==> config.mk <==
export PLATFORM = sky130hd
export DESIGN_NAME = fef_queue
export DESIGN_NICKNAME = d
export VERILOG_FILES = /design/src/sv/fef_pkg.sv /design/src/sv/fef_queue.sv
export SDC_FILE = /design/constraint.sdc
export NUM_CORES = 1
export LEC_CHECK = 0
export BUFFER_PORTS_ARGS = -buffer_cell sky130_fd_sc_hd__buf_2
export CORE_ASPECT_RATIO = 0.9
export CORE_UTILIZATION = 45
export CTS_BUF_LIST = sky130_fd_sc_hd__clkbuf_8
export CTS_CLUSTER_SIZE = 28
export DETAILED_ROUTE_END_ITERATION = 10
export PLACE_DENSITY = 0.68
export SYNTH_ARGS = -nofsm -noshare
export SYNTH_HDL_FRONTEND = slang
export SYNTH_SLANG_ARGS = --single-unit
==> constraint.sdc <==
create_clock -name clock -period 8.2 [get_ports clock]
set_clock_uncertainty 0.1 [all_clocks]
set_input_delay 1.64 -clock clock [delete_from_list [all_inputs] [get_ports clock]]
set_output_delay 1.64 -clock clock [all_outputs]
set_load 0.01 [all_outputs]
==> src/sv/fef_pkg.sv <==
// fef_pkg: shared types, constants and float32 arithmetic for fast_exp_float32
// holds the queue word type, status codes and round-to-nearest-even mul/add
// no dependencies
`default_nettype none

package fef_pkg;

   localparam int QUEUE_DEPTH_DEFAULT = 4;

   // float32 bit patterns of the fixed constants
   localparam logic [31:0] LN2_BITS     = 32'h3F317218;
   localparam logic [31:0] INV_LN2_BITS = 32'h3FB8AA3B;
   localparam logic [31:0] PC4_BITS     = 32'h3D72AEBC;
   localparam logic [31:0] PC3_BITS     = 32'h3E1EDEB6;
   localparam logic [31:0] PC2_BITS     = 32'h3F00CA36;
   localparam logic [31:0] PC1_BITS     = 32'h3F7FEBA5;
   localparam logic [31:0] PC0_BITS     = 32'h3F80003D;

   localparam logic [31:0] QNAN_BITS    = 32'h7FC00000;
   localparam logic [30:0] INF_MAG      = 31'h7F800000;
   localparam logic [31:0] QUIET_BIT    = 32'h00400000;
   localparam logic [30:0] T_OVF_MAG    = 31'h43000000;  // 128.0
   localparam logic [30:0] T_UNF_MAG    = 31'h42FC0000;  // 126.0
   localparam int          EXP_BIAS     = 127;
   localparam int          MANT_BITS    = 23;

   typedef enum logic [1:0] {
      ST_NORMAL    = 2'd0,
      ST_OVERFLOW  = 2'd1,
      ST_UNDERFLOW = 2'd2,
      ST_NAN       = 2'd3
   } fef_status_type;

   // one word between the front and the back
   typedef struct packed {
      logic [31:0]    y;        // x on entry, then the reduced argument
      logic [31:0]    p;        // k as float on entry, then k*ln2, then the polynomial
      logic [7:0]     e;        // biased exponent of 2^k
      fef_status_type st;
      logic           byp;      // result already known
      logic [31:0]    byp_val;
   } fef_item_type;

   function automatic logic [5:0] clz48(input logic [47:0] v);
      logic [5:0] n;
      logic       found;
      n = 6'd48;
      found = 1'b0;
      for (int i = 47; i >= 0; i--) begin
         if (!found && v[i]) begin
            n = 6'(47 - i);
            found = 1'b1;
         end
      end
      return n;
   endfunction

   function automatic logic [4:0] clz27(input logic [26:0] v);
      logic [4:0] n;
      logic       found;
      n = 5'd27;
      found = 1'b0;
      for (int i = 26; i >= 0; i--) begin
         if (!found && v[i]) begin
            n = 5'(26 - i);
            found = 1'b1;
         end
      end
      return n;
   endfunction

   function automatic logic [31:0] fmul(input logic [31:0] a, input logic [31:0] b);
      logic               sr;
      logic               a_nan, b_nan, a_inf, b_inf, a_zero, b_zero;
      logic [23:0]        ma, mb;
      logic signed [10:0] ea_e, eb_e, er, tmp;
      logic [47:0]        prod, pn, shd, mask;
      logic [5:0]         lz, sh;
      logic               lost, g, s, inc;
      logic [23:0]        mant;
      logic [31:0]        base, sum, res;
      sr     = a[31] ^ b[31];
      a_nan  = (a[30:23] == 8'hFF) && (a[22:0] != 23'd0);
      b_nan  = (b[30:23] == 8'hFF) && (b[22:0] != 23'd0);
      a_inf  = (a[30:23] == 8'hFF) && (a[22:0] == 23'd0);
      b_inf  = (b[30:23] == 8'hFF) && (b[22:0] == 23'd0);
      a_zero = (a[30:0] == 31'd0);
      b_zero = (b[30:0] == 31'd0);
      ma     = {a[30:23] != 8'd0, a[22:0]};
      mb     = {b[30:23] != 8'd0, b[22:0]};
      ea_e   = (a[30:23] == 8'd0) ? 11'sd1 : signed'({3'b0, a[30:23]});
      eb_e   = (b[30:23] == 8'd0) ? 11'sd1 : signed'({3'b0, b[30:23]});
      prod   = ma * mb;
      lz     = clz48(prod);
      pn     = prod << lz;
      er     = ea_e + eb_e - 11'sd126 - signed'({5'b0, lz});
      tmp    = 11'sd1 - er;
      if (er < 11'sd1) begin
         sh = (tmp > 11'sd49) ? 6'd49 : tmp[5:0];
      end else begin
         sh = 6'd0;
      end
      shd  = pn >> sh;
      mask = ~({48{1'b1}} << sh);
      lost = |(pn & mask);
      mant = shd[47:24];
      g    = shd[23];
      s    = (|shd[22:0]) | lost;
      inc  = g & (s | mant[0]);
      if (er >= 11'sd1) begin
         base = {1'b0, er[7:0] - 8'd1, 23'b0} + {8'b0, mant};
      end else begin
         base = {8'b0, mant};
      end
      sum = base + {31'b0, inc};
      if (a_nan || b_nan || (a_inf && b_zero) || (b_inf && a_zero)) begin
         res = QNAN_BITS;
      end else if (a_inf || b_inf) begin
         res = {sr, INF_MAG};
      end else if (a_zero || b_zero) begin
         res = {sr, 31'd0};
      end else if (er >= 11'sd255 || sum[30:0] >= INF_MAG) begin
         res = {sr, INF_MAG};
      end else begin
         res = {sr, sum[30:0]};
      end
      return res;
   endfunction

   function automatic logic [31:0] fadd(input logic [31:0] a, input logic [31:0] b);
      logic        a_nan, b_nan, a_inf, b_inf, a_zero, b_zero, swap, sx;
      logic [31:0] x, y, res, base, sum;
      logic [23:0] mx, my, mant;
      logic [7:0]  ex_e, ey_e, d, sl;
      logic [4:0]  dc, lz;
      logic [26:0] xe, ye, ysh, yal, mask, norm;
      logic [27:0] s_raw;
      logic [8:0]  eadj;
      logic        sticky, g, s, inc;
      a_nan  = (a[30:23] == 8'hFF) && (a[22:0] != 23'd0);
      b_nan  = (b[30:23] == 8'hFF) && (b[22:0] != 23'd0);
      a_inf  = (a[30:23] == 8'hFF) && (a[22:0] == 23'd0);
      b_inf  = (b[30:23] == 8'hFF) && (b[22:0] == 23'd0);
      a_zero = (a[30:0] == 31'd0);
      b_zero = (b[30:0] == 31'd0);
      swap   = a[30:0] < b[30:0];
      x      = swap ? b : a;
      y      = swap ? a : b;
      sx     = x[31];
      mx     = {x[30:23] != 8'd0, x[22:0]};
      my     = {y[30:23] != 8'd0, y[22:0]};
      ex_e   = (x[30:23] == 8'd0) ? 8'd1 : x[30:23];
      ey_e   = (y[30:23] == 8'd0) ? 8'd1 : y[30:23];
      d      = ex_e - ey_e;
      dc     = (d > 8'd31) ? 5'd31 : d[4:0];
      xe     = {mx, 3'b0};
      ye     = {my, 3'b0};
      ysh    = ye >> dc;
      mask   = ~({27{1'b1}} << dc);
      sticky = |(ye & mask);
      yal    = {ysh[26:1], ysh[0] | sticky};
      if (x[31] == y[31]) begin
         s_raw = {1'b0, xe} + {1'b0, yal};
      end else begin
         s_raw = {1'b0, xe} - {1'b0, yal};
      end
      lz = clz27(s_raw[26:0]);
      if (s_raw[27]) begin
         norm = {s_raw[27:2], s_raw[1] | s_raw[0]};
         sl   = 8'd0;
         eadj = {1'b0, ex_e} + 9'd1;
      end else begin
         sl   = ({3'b0, lz} < ex_e) ? {3'b0, lz} : ex_e - 8'd1;
         norm = s_raw[26:0] << sl;
         eadj = {1'b0, ex_e} - {1'b0, sl};
      end
      mant = norm[26:3];
      g    = norm[2];
      s    = |norm[1:0];
      inc  = g & (s | mant[0]);
      base = {1'b0, 8'(eadj - 9'd1), 23'b0} + {8'b0, mant};
      sum  = base + {31'b0, inc};
      if (a_nan || b_nan || (a_inf && b_inf && (a[31] != b[31]))) begin
         res = QNAN_BITS;
      end else if (a_inf) begin
         res = a;
      end else if (b_inf) begin
         res = b;
      end else if (a_zero && b_zero) begin
         res = {a[31] & b[31], 31'd0};
      end else if (a_zero) begin
         res = b;
      end else if (b_zero) begin
         res = a;
      end else if (s_raw == 28'd0) begin
         res = 32'd0;
      end else if (sum[30:0] >= INF_MAG) begin
         res = {sx, INF_MAG};
      end else begin
         res = {sx, sum[30:0]};
      end
      return res;
   endfunction

endpackage

`default_nettype wire

==> src/sv/fef_queue.sv <==
// fef_queue: small first-in first-out buffer between front and back
// depends on fef_pkg for the word type
`default_nettype none

module fef_queue #(
   parameter int DEPTH = fef_pkg::QUEUE_DEPTH_DEFAULT
) (
   input  wire logic                  clock,
   input  wire logic                  reset,
   input  wire logic                  push,
   input  wire fef_pkg::fef_item_type push_item,
   output logic                       full,
   input  wire logic                  pop,
   output logic                       not_empty,
   output fef_pkg::fef_item_type      head_item
);

   localparam int PTR_W = (DEPTH > 1) ? $clog2(DEPTH) : 1;
   localparam int CNT_W = $clog2(DEPTH + 1);

   fef_pkg::fef_item_type mem_ff [DEPTH];
   logic [PTR_W-1:0] wr_ptr_ff, rd_ptr_ff, wr_ptr_in, rd_ptr_in;
   logic [CNT_W-1:0] count_ff, count_in;

   assign full      = (count_ff == CNT_W'(DEPTH));
   assign not_empty = (count_ff != '0);
   assign head_item = mem_ff[rd_ptr_ff];

   always_comb begin
      wr_ptr_in = (wr_ptr_ff == PTR_W'(DEPTH - 1)) ? '0 : wr_ptr_ff + 1'b1;
      rd_ptr_in = (rd_ptr_ff == PTR_W'(DEPTH - 1)) ? '0 : rd_ptr_ff + 1'b1;
      count_in  = count_ff + CNT_W'(push) - CNT_W'(pop);
   end

   always_ff @(posedge clock) begin
      if (reset) begin
         wr_ptr_ff <= '0;
         rd_ptr_ff <= '0;
         count_ff  <= '0;
      end else begin
         if (push) begin
            wr_ptr_ff <= wr_ptr_in;
         end
         if (pop) begin
            rd_ptr_ff <= rd_ptr_in;
         end
         count_ff <= count_in;
      end
      if (push) begin
         mem_ff[wr_ptr_ff] <= push_item;
      end
   end

endmodule

`default_nettype wire

==> reports/metrics.cfg, run 1 <==
[run_status]
outcome = finished, final reports clean

[place]
hpwl_um = 16800
gp_congestion = 0.693
place_ws_ns = 3.89
port_buffers = 219
postPlaceCellArea_sq_um = 17500
placedCellCount = 1266

[routing]
drc = 0
drt_wl_total_um = 29100
drtIter0Drc = 366
vias = 7176
firstDrtPassIters = 4
postRouteAntennaNets = 0
wl_per_cell_um = 20.9
avgViaCountPerCell = 5.15

[power]
switching_power_mw = 1.05
p_leak_nw = 6.35
pwr-share-comb_pct = 8.3
p_int_mw = 3.58
vdd_drop_max_mv = 0.159
p_sw_share_pct = 22.6
seq_power_share_pct = 55.8
total_power_mw = 4.63
pwr-share-clk_pct = 35.8
pwr_density_cell_nw_per_um2 = 247

[finish]
fin_cells = 1393
mostFrequentLayoutCells = 428 x edfxtp_1, 219 x buf_2, 107 x mux4_2
final_common_cell = edfxtp_1
fin_area_sq_um = 18700
synthToLayoutAreaGrowth_pct = 17.9
nets = 994
drive_above_1_share_pct = 45.9
fin_util_pct = 54.5

[setup_path]
crit_chain = buf_4 > mux4_2 > buf_2
cp_slowest_cell = buf_4
worstPathMaxFanout = 49
cp_slowest_stage_delay_ns = 0.86
crit_path_end_kind = primary output
cp.arrival_ns = 3.05
start_kind = register
required_ns = 6.46
worstSetupPathType = reg -> out

[global_routing]
grt_pass1_vias = 7745
antenna_found_initial = 8
grtUsageMet3_pct = 6.94
grt_use_met1_pct = 20.6
grt.overflow.total = 0
track_usage_pct = 16.5
grt_max_degree = 65
met2_usage_pct = 25.8
grt_pass1_wl_um = 44000
top_usage_layer = met2

[clocking]
cts.reportedPaths.clkPinSlew_ns = 0.06
cts_buffer_depth = 3
holdBufCountCts = 0
clock_sinks = 437
cts_made_buffers = 69
clock_latency_ns = 0.58
cts_resized = 0
tritoncts = yes
htree_levels = 3
cts_setup_buffers = 0
clock-root-buffer = clkbuf_8

[synth]
synth.top_cells.by_area = edfxtp_1 81%, mux4_2 15%, dfxtp_1 1.1%, ha_1 0.55%, buf_2 0.38%
ys_ff_latch = 437
synth_cells = 602
synth.distinct_cells = 20
syn-num-nets = 721
synth_top_area_share_pct = 81.0
yosys_warnings = 0
synth_seq_area_share_pct = 82.1
postSynthAreaPerCell_sq_um = 26.4
synth_area_sq_um = 15900
yosysTopAreaCell = edfxtp_1

[floorplanning]
start_util_pct = 46.2
chipHeight_um = 180
die_x_um = 200
io_pins = 220
fp.dieArea_sq_um = 36000
rows = 64
core_sq_um = 34400

[sta]
period_share_pct = 58.4
slew_headroom_pct = 33.2
report.final.slew_viol_count = 0
fmax_mhz = 209
rsz0062_at_grt = no
setup_viol = 0
setup_tns_ns = 0
setup_ws_ns = 3.41
tightestPinTransition_ns = 1.00
whs_ns = 0.400
hold_viol = 0
min_period_ns = 4.79

[min_path]
hold_class = reg -> reg

[run]
cap_violations = 0

==> cell usage after synthesis (all sizes together) <==
cell / instances
buf: 17
and3: 1
or3: 1
xor3: 1
nand2b: 2
dfxtp: 9
clkbuf: 7
mux2i: 2
mux4: 107
or3b: 2
nor2: 3
fa: 1
and2: 4
nor2b: 2
edfxtp: 428
inv: 6
a21oi: 2
ha: 7
==> worst max-delay path, delay by kind of cell, from the launching register on <==
kind,cells,cell delay [ns]
buffers and inverters,2,1.02
DFF,1,0.74
muxes,1,0.64
==> sequential cells by signal, indices dropped and copies added, names as in the netlist, named ones only <==
name / count
count_ff: 3
wr_ptr_ff: 2
rd_ptr_ff: 2
mem_ff: 428
==> cell type report <==
cell class	count	area [sq um]
Fill cell	2577	15600
Sequential cell	437	13000
Multi-Input combinational cell	135	2670
Timing Repair Buffer	226	1150
Clock buffer	72	991
Tap cell	462	578
Clock inverter	52	254
Inverter	6	22.5
Antenna cell	3	7.51
==> per-layer routing <==
layer | up-vias | routed length (um)
met4 | 10 | 592
met1 | 3730 | 12000
met5 | - | 52
met2 | 214 | 13800
met3 | 60 | 2610
li1 | 3162 | -
==> power by group through the flow <==
stage	logic (mW)	registers, mW	clock network (mW)
final	0.386	2.59	1.66
after global routing	0.422	2.59	1.81
after CTS	0.397	2.59	1.72
after detailed placement	0.395	2.63	0
after global placement	0.391	2.63	0
after floorplan	0.241	2.62	0
==> path summary, 6_finish.rpt <==
check / cells after the start / slack [ns] / end / start
max: 3 / 3.41 / head_item[79] / register
min: 2 / 0.40 / register / rd_ptr_ff[0]
max reg2reg: 3 / 5.57 / mem_ff[3][66] / wr_ptr_ff[0]
min reg2reg: 2 / 0.40 / register / rd_ptr_ff[0]
==> cell families after synthesis <==
logic type	count (synthesis)	synth area share, %
muxes	109	15.3
and+or+nand+nor	15	0.575
xor gates and xnor gates	1	0.150
buffers and inverters	30	1.13
AOI/OAI and AO/OA	2	0.0631
DFF	437	82.1
adders and majority gates	8	0.678
Power figures use the tool's default switching activity.
==> inputs of run 2 (changes only) <==
Clock period 8.2 ns to 4.6 ns, I/O delays scaled along.
==> run 2 against run 1 <==
Via count fell by 0.43%. Sequential cell count did not move. Critical path depth did not move. Register-to-register slack got worse by 3.1 ns. Clock power rose by 83%. Setup slack got worse by 2.3 ns. Core utilization rose by 0.51 points. Non-clock buffer count rose by 5. Clock-buffer cell count rose by 1. Total power rose by 80%. Die area did not move. Global-route usage rose by 0.19 points. Critical endpoint is now head_item[43]. Largest cell class unchanged.
==> reports/metrics.cfg, run 2 (synthesis gave the netlist of run 1 again) <==
[run_status]
outcome = finished, final reports clean

[run]
cap_violations = 0  ; unchanged

[global_routing]
grt.overflow.total = 0  ; unchanged
track_usage_pct = 16.7  ; +0.19 points
grtUsageMet3_pct = 7.54  ; +0.60 points
top_usage_layer = met2
antenna_found_initial = 10  ; +2
met2_usage_pct = 26.4  ; +0.64 points
grt_use_met1_pct = 20.2  ; -0.43 points
grt_pass1_wl_um = 44300  ; +0.58%
grt_pass1_vias = 7836  ; +1.2%
grt_max_degree = 61  ; -6.2%

[sta]
setup_viol = 0  ; unchanged
min_period_ns = 3.48
setup_tns_ns = 0  ; unchanged
fmax_mhz = 287
rsz0062_at_grt = no
slew_headroom_pct = 47.7  ; +14 points
period_share_pct = 75.6
setup_ws_ns = 1.12  ; -2.29 ns
hold_viol = 0  ; unchanged
tightestPinTransition_ns = 0.785  ; -0.216 ns
report.final.slew_viol_count = 0  ; unchanged

[finish]
fill_cells = 2602  ; +0.97%
mostFrequentLayoutCells = 428 x edfxtp_1, 219 x buf_2, 107 x mux4_2
top_regs = mem_ff (428), count_ff (3)
top_register = mem_ff
final_common_cell = edfxtp_1
drive_above_1_share_pct = 46.8  ; +0.88 points
fin_util_pct = 55.0  ; +0.51 points
largest_reg_flops = 428  ; unchanged
nets = 1001  ; +0.70%
synthToLayoutAreaGrowth_pct = 19.0

[clocking]
clock_sinks = 437  ; unchanged
cts_setup_buffers = 0  ; unchanged
cts_made_buffers = 71  ; +2.9%
cts_resized = 0  ; unchanged
clock-root-buffer = clkbuf_8
cts_buffer_depth = 3  ; unchanged
tritoncts = yes
htree_levels = 3  ; unchanged
holdBufCountCts = 0  ; unchanged
cts.reportedPaths.clkPinSlew_ns = 0.06  ; about the same
clock_latency_ns = 0.58  ; about the same

[floorplanning]
die_x_um = 200  ; unchanged
start_util_pct = 46.2  ; unchanged
chipHeight_um = 180  ; unchanged
core_sq_um = 34400  ; unchanged
io_pins = 220  ; unchanged
fp.dieArea_sq_um = 36000  ; unchanged
rows = 64  ; unchanged

[min_path]
hp-start = rd_ptr_ff[0]
hold_class = reg -> reg
holdPathStages = 2  ; unchanged

[setup_path]
required_ns = 3.58  ; -2.88 ns
worstReg2RegEnd = mem_ff[0][96]
worstSetupPathType = reg -> out
r2r_cells = 4  ; +1
r2r_start = wr_ptr_ff[0]
start_kind = register
cp.arrival_ns = 2.46  ; -0.59 ns
crit_path_end_kind = primary output
worstPathMaxFanout = 26  ; -47%
reg2reg_slack_ns = 2.47  ; -3.10 ns

[power]
total_power_mw = 8.35  ; +80%
pwr_density_cell_nw_per_um2 = 442  ; +79%
p_leak_nw = 6.41  ; +0.96%
vdd_drop_max_mv = 0.332  ; +110%

[place]
port_buffers = 219  ; unchanged
gp_congestion = 0.711  ; +2.7%
hpwl_um = 17000  ; +1.5%
place_ws_ns = 1.65  ; -2.24 ns

[routing]
avgViaCountPerCell = 5.11  ; -0.86%
wl_per_cell_um = 20.7  ; -0.67%
drt_wl_total_um = 29000  ; -0.24%
vias = 7145  ; -0.43%
drc = 0  ; unchanged
postRouteAntennaNets = 0  ; unchanged
firstDrtPassIters = 6  ; +2
drtIter0Drc = 376  ; +2.7%

run 2: cell types whose count changed in the layout (fill, tap and decap cells not counted), sizes merged:
cell	previous run	this run
buf	226	231
inv	29	26
diode	3	5
bufinv	1	2
clkbuf	72	73
clkinv	24	25
clkinvlp	4	3
run 2: worst max-delay path by stage:
stage | start | end
floorplan | push | mem_ff[0][0]
global placement | register | head_item[22]
detailed placement | register | head_item[46]
CTS | register | head_item[43]
global route | register | head_item[22]
finish | register | head_item[43]
run 2: critical path, stage by stage, from the launching register on:
cell,delay [ns]
dfxtp_4,0.72
buf_4,0.41
mux4_2,0.57
buf_2,0.16
run 2: area by class of cell:
cell class	count	area [sq um]	share of cell area, %
sequential	437	13000	69.0
antenna	5	12.5	0.0662
clock buffer	73	1000	5.32
tap	462	578	3.06
inverter	6	22.5	0.119
multi-input combinational	135	2670	14.1
clock inverter	50	284	1.50
timing repair buffer	231	1270	6.74
run 2: through the flow:
| step | instances | hold slack [ns] | instance area [sq um] |
|---|---|---|---|
| 4_1_cts | 1394 | 0.386 | 18900 |
| 3_5_place_dp | 1271 | 0.392 | 17600 |
| 3_3_place_gp | 1271 | 0.382 | 17600 |
| 2_1_floorplan | 602 | 0.369 | 15900 |
| 5_1_grt | 1395 | 0.391 | 18900 |
| 6_report | 1399 | 0.403 | 18900 |
run 2: metal layers:
layer / vias up / share of wire (%) / routed length (um)
li1: 3183 / - / -
met1: 3676 / 40 / 11600
met2: 213 / 48 / 14000
met3: 65 / 9.3 / 2700
met4: 8 / 2.2 / 634
met5: - / 0.20 / 57
run 2: power breakdown:
part / internal [mW] / switching (mW) / total, mW / leakage [nW]
clock: 1.60 / 1.44 / 3.04 / 0.716
combinational: 0.336 / 0.366 / 0.702 / 1.69
sequential: 4.55 / 0.0590 / 4.61 / 4.01
==> inputs of run 3 (changes only) <==
Clock period 4.6 ns to 3.3 ns, I/O delays scaled along.
==> run 3 against run 2 <==
Combinational power is 45% higher. Non-clock buffer count is 5 higher. Setup slack worse by 0.75 ns. Register-to-register slack worse by 1.1 ns. Total power is 40% higher. Clock power is 40% higher. Routed wire length is 0.65% lower. Final cell count hardly changed. Sequential share of layout area is 0.47 points lower. Clock-buffer cell count is 4 lower. Die area stayed put. Sequential power is 39% higher. Critical endpoint is now head_item[101].
==> reports/metrics.cfg, run 3 (synthesis gave the netlist of run 1 again) <==
[finish]
fin_area_sq_um = 19000  ; +0.68%
top_regs = mem_ff (428), count_ff (3)
top_register = mem_ff
multiInputGateArea_sq_um = 2670  ; unchanged
nets = 1004  ; +0.30%
seq_area_sq_um = 13000  ; unchanged
mostFrequentLayoutCells = 428 x edfxtp_1, 219 x buf_2, 107 x mux4_2
final_common_cell = edfxtp_1
largest_reg_flops = 428  ; unchanged
fin_cells = 1398  ; -0.071%
synthToLayoutAreaGrowth_pct = 19.8
drive_above_1_share_pct = 46.7  ; -0.050 points
fill_cells = 2572  ; -1.2%

[global_routing]
track_usage_pct = 16.7  ; +0.064 points
grt_pass1_wl_um = 44800  ; +1.0%
grt_max_degree = 59  ; -3.3%
antenna_found_initial = 6  ; -4
grt.overflow.total = 0  ; unchanged
grt_pass1_vias = 7910  ; +0.94%

[routing]
postRouteAntennaNets = 0  ; unchanged
drt_wl_total_um = 28800  ; -0.65%
drtIter0Drc = 304  ; -19%
vias = 7154  ; +0.13%
firstDrtPassIters = 4  ; -2
avgViaCountPerCell = 5.12  ; +0.20%
drc = 0  ; unchanged
wl_per_cell_um = 20.6  ; -0.58%

[setup_path]
worstSetupPathType = reg -> out
r2r_start = wr_ptr_ff[0]
required_ns = 2.54  ; -1.04 ns
reg2reg_slack_ns = 1.39  ; -1.08 ns
worstReg2RegEnd = mem_ff[3][58]
cp.arrival_ns = 2.17  ; -0.29 ns
crit_path_end_kind = primary output
r2r_cells = 3  ; -1
worstPathMaxFanout = 28  ; +7.7%
start_kind = register

[min_path]
hold_class = in -> reg
hp-start = push_item[40]
holdPathEnd = mem_ff[0][40]
holdPathStages = 1  ; -1

[power]
p_leak_nw = 6.45  ; +0.67%
seq_power_share_pct = 54.9  ; -0.3 points
vdd_drop_max_mv = 0.636  ; +92%
p_sw_share_pct = 22.1  ; -0.31 points
pwr-share-clk_pct = 36.4  ; about the same
pwr-share-comb_pct = 8.7  ; +0.3 points
pwr_density_cell_nw_per_um2 = 614  ; +39%
switching_power_mw = 2.58  ; +38%
p_int_mw = 9.11  ; +41%

[floorplanning]
core_sq_um = 34400  ; unchanged
io_pins = 220  ; unchanged
die_x_um = 200  ; unchanged
start_util_pct = 46.2  ; unchanged
rows = 64  ; unchanged
fp.dieArea_sq_um = 36000  ; unchanged
chipHeight_um = 180  ; unchanged

[clocking]
cts_made_buffers = 69  ; -2.8%
cts.reportedPaths.clkPinSlew_ns = 0.06  ; about the same
cts_buffer_depth = 3  ; unchanged
clock_latency_ns = 0.59  ; about the same
cts_resized = 0  ; unchanged
clock_sinks = 437  ; unchanged
holdBufCountCts = 0  ; unchanged
tritoncts = yes
htree_levels = 3  ; unchanged
cts_setup_buffers = 0  ; unchanged
clock-root-buffer = clkbuf_8

[sta]
report.final.slew_viol_count = 0  ; unchanged
slew_headroom_pct = 62.4  ; +15 points
tightestPinTransition_ns = 0.563  ; -0.222 ns
min_period_ns = 2.93
setup_tns_ns = 0  ; unchanged
setup_viol = 0  ; unchanged
setup_ws_ns = 0.367  ; -0.754 ns
hold_viol = 0  ; unchanged
period_share_pct = 88.9
fmax_mhz = 341
whs_ns = 0.182  ; -0.221 ns
rsz0062_at_grt = no

[place]
place_ws_ns = 0.934  ; -0.713 ns
gp_congestion = 0.715  ; +0.52%
placedCellCount = 1276  ; +0.39%
postPlaceCellArea_sq_um = 17700  ; +0.78%
hpwl_um = 17600  ; +3.6%
port_buffers = 219  ; unchanged

[run]
cap_violations = 0  ; unchanged

[run_status]
outcome = finished, final reports clean

## run 3: worst max path at each step
| stage | startpoint | end | cells after the start |
|---|---|---|---|
| 3_5_place_dp | register | head_item[101] | 3 |
| 5_1_grt | register | head_item[33] | 3 |
| 3_3_place_gp | register | head_item[92] | 3 |
| 2_1_floorplan | push | mem_ff[3][0] | 1 |
| 4_1_cts | register | head_item[33] | 3 |
| 6_report | register | head_item[101] | 3 |
## run 3: layout make-up
class	instances	share of cell area, %
diodes	3	0.0395
clock buffers	69	4.99
clock inverters	50	1.76
inverters	6	0.118
multi-input cells	135	14.1
flip-flops and latches	437	68.6
well taps	462	3.04
repair buffers	236	7.42
## run 3: per-stage QoR
stage / total power, mW / utilization (%)
floorplan: 7.10 / -
global placement: 7.55 / 51.6
detailed placement: 7.57 / 51.6
CTS: 11.9 / 55.3
global route: 12.2 / 55.3
finish: 11.7 / 55.4
## run 3: power groups by stage
stage,Sequential [mW],Clock [mW],Combinational [mW]
4_1_cts,6.41,4.40,1.05
3_5_place_dp,6.53,0,1.04
6_report,6.41,4.26,1.02
5_1_grt,6.43,4.63,1.12
2_1_floorplan,6.50,0,0.601
3_3_place_gp,6.52,0,1.03
## run 3: critical path, cell delays in order (launching register included)
cell	delay, ns
dfxtp_4	0.55
buf_12	0.29
mux4_2	0.54
buf_2	0.16
## run 3: metal layers
layer | vias to the layer above | global-route usage, % | wire (um)
met3 | 56 | 6.53 | 2560
met4 | 6 | 6.23 | 589
met2 | 224 | 26.3 | 14000
met5 | - | 0 | 45
met1 | 3683 | 21.0 | 11700
li1 | 3185 | - | -
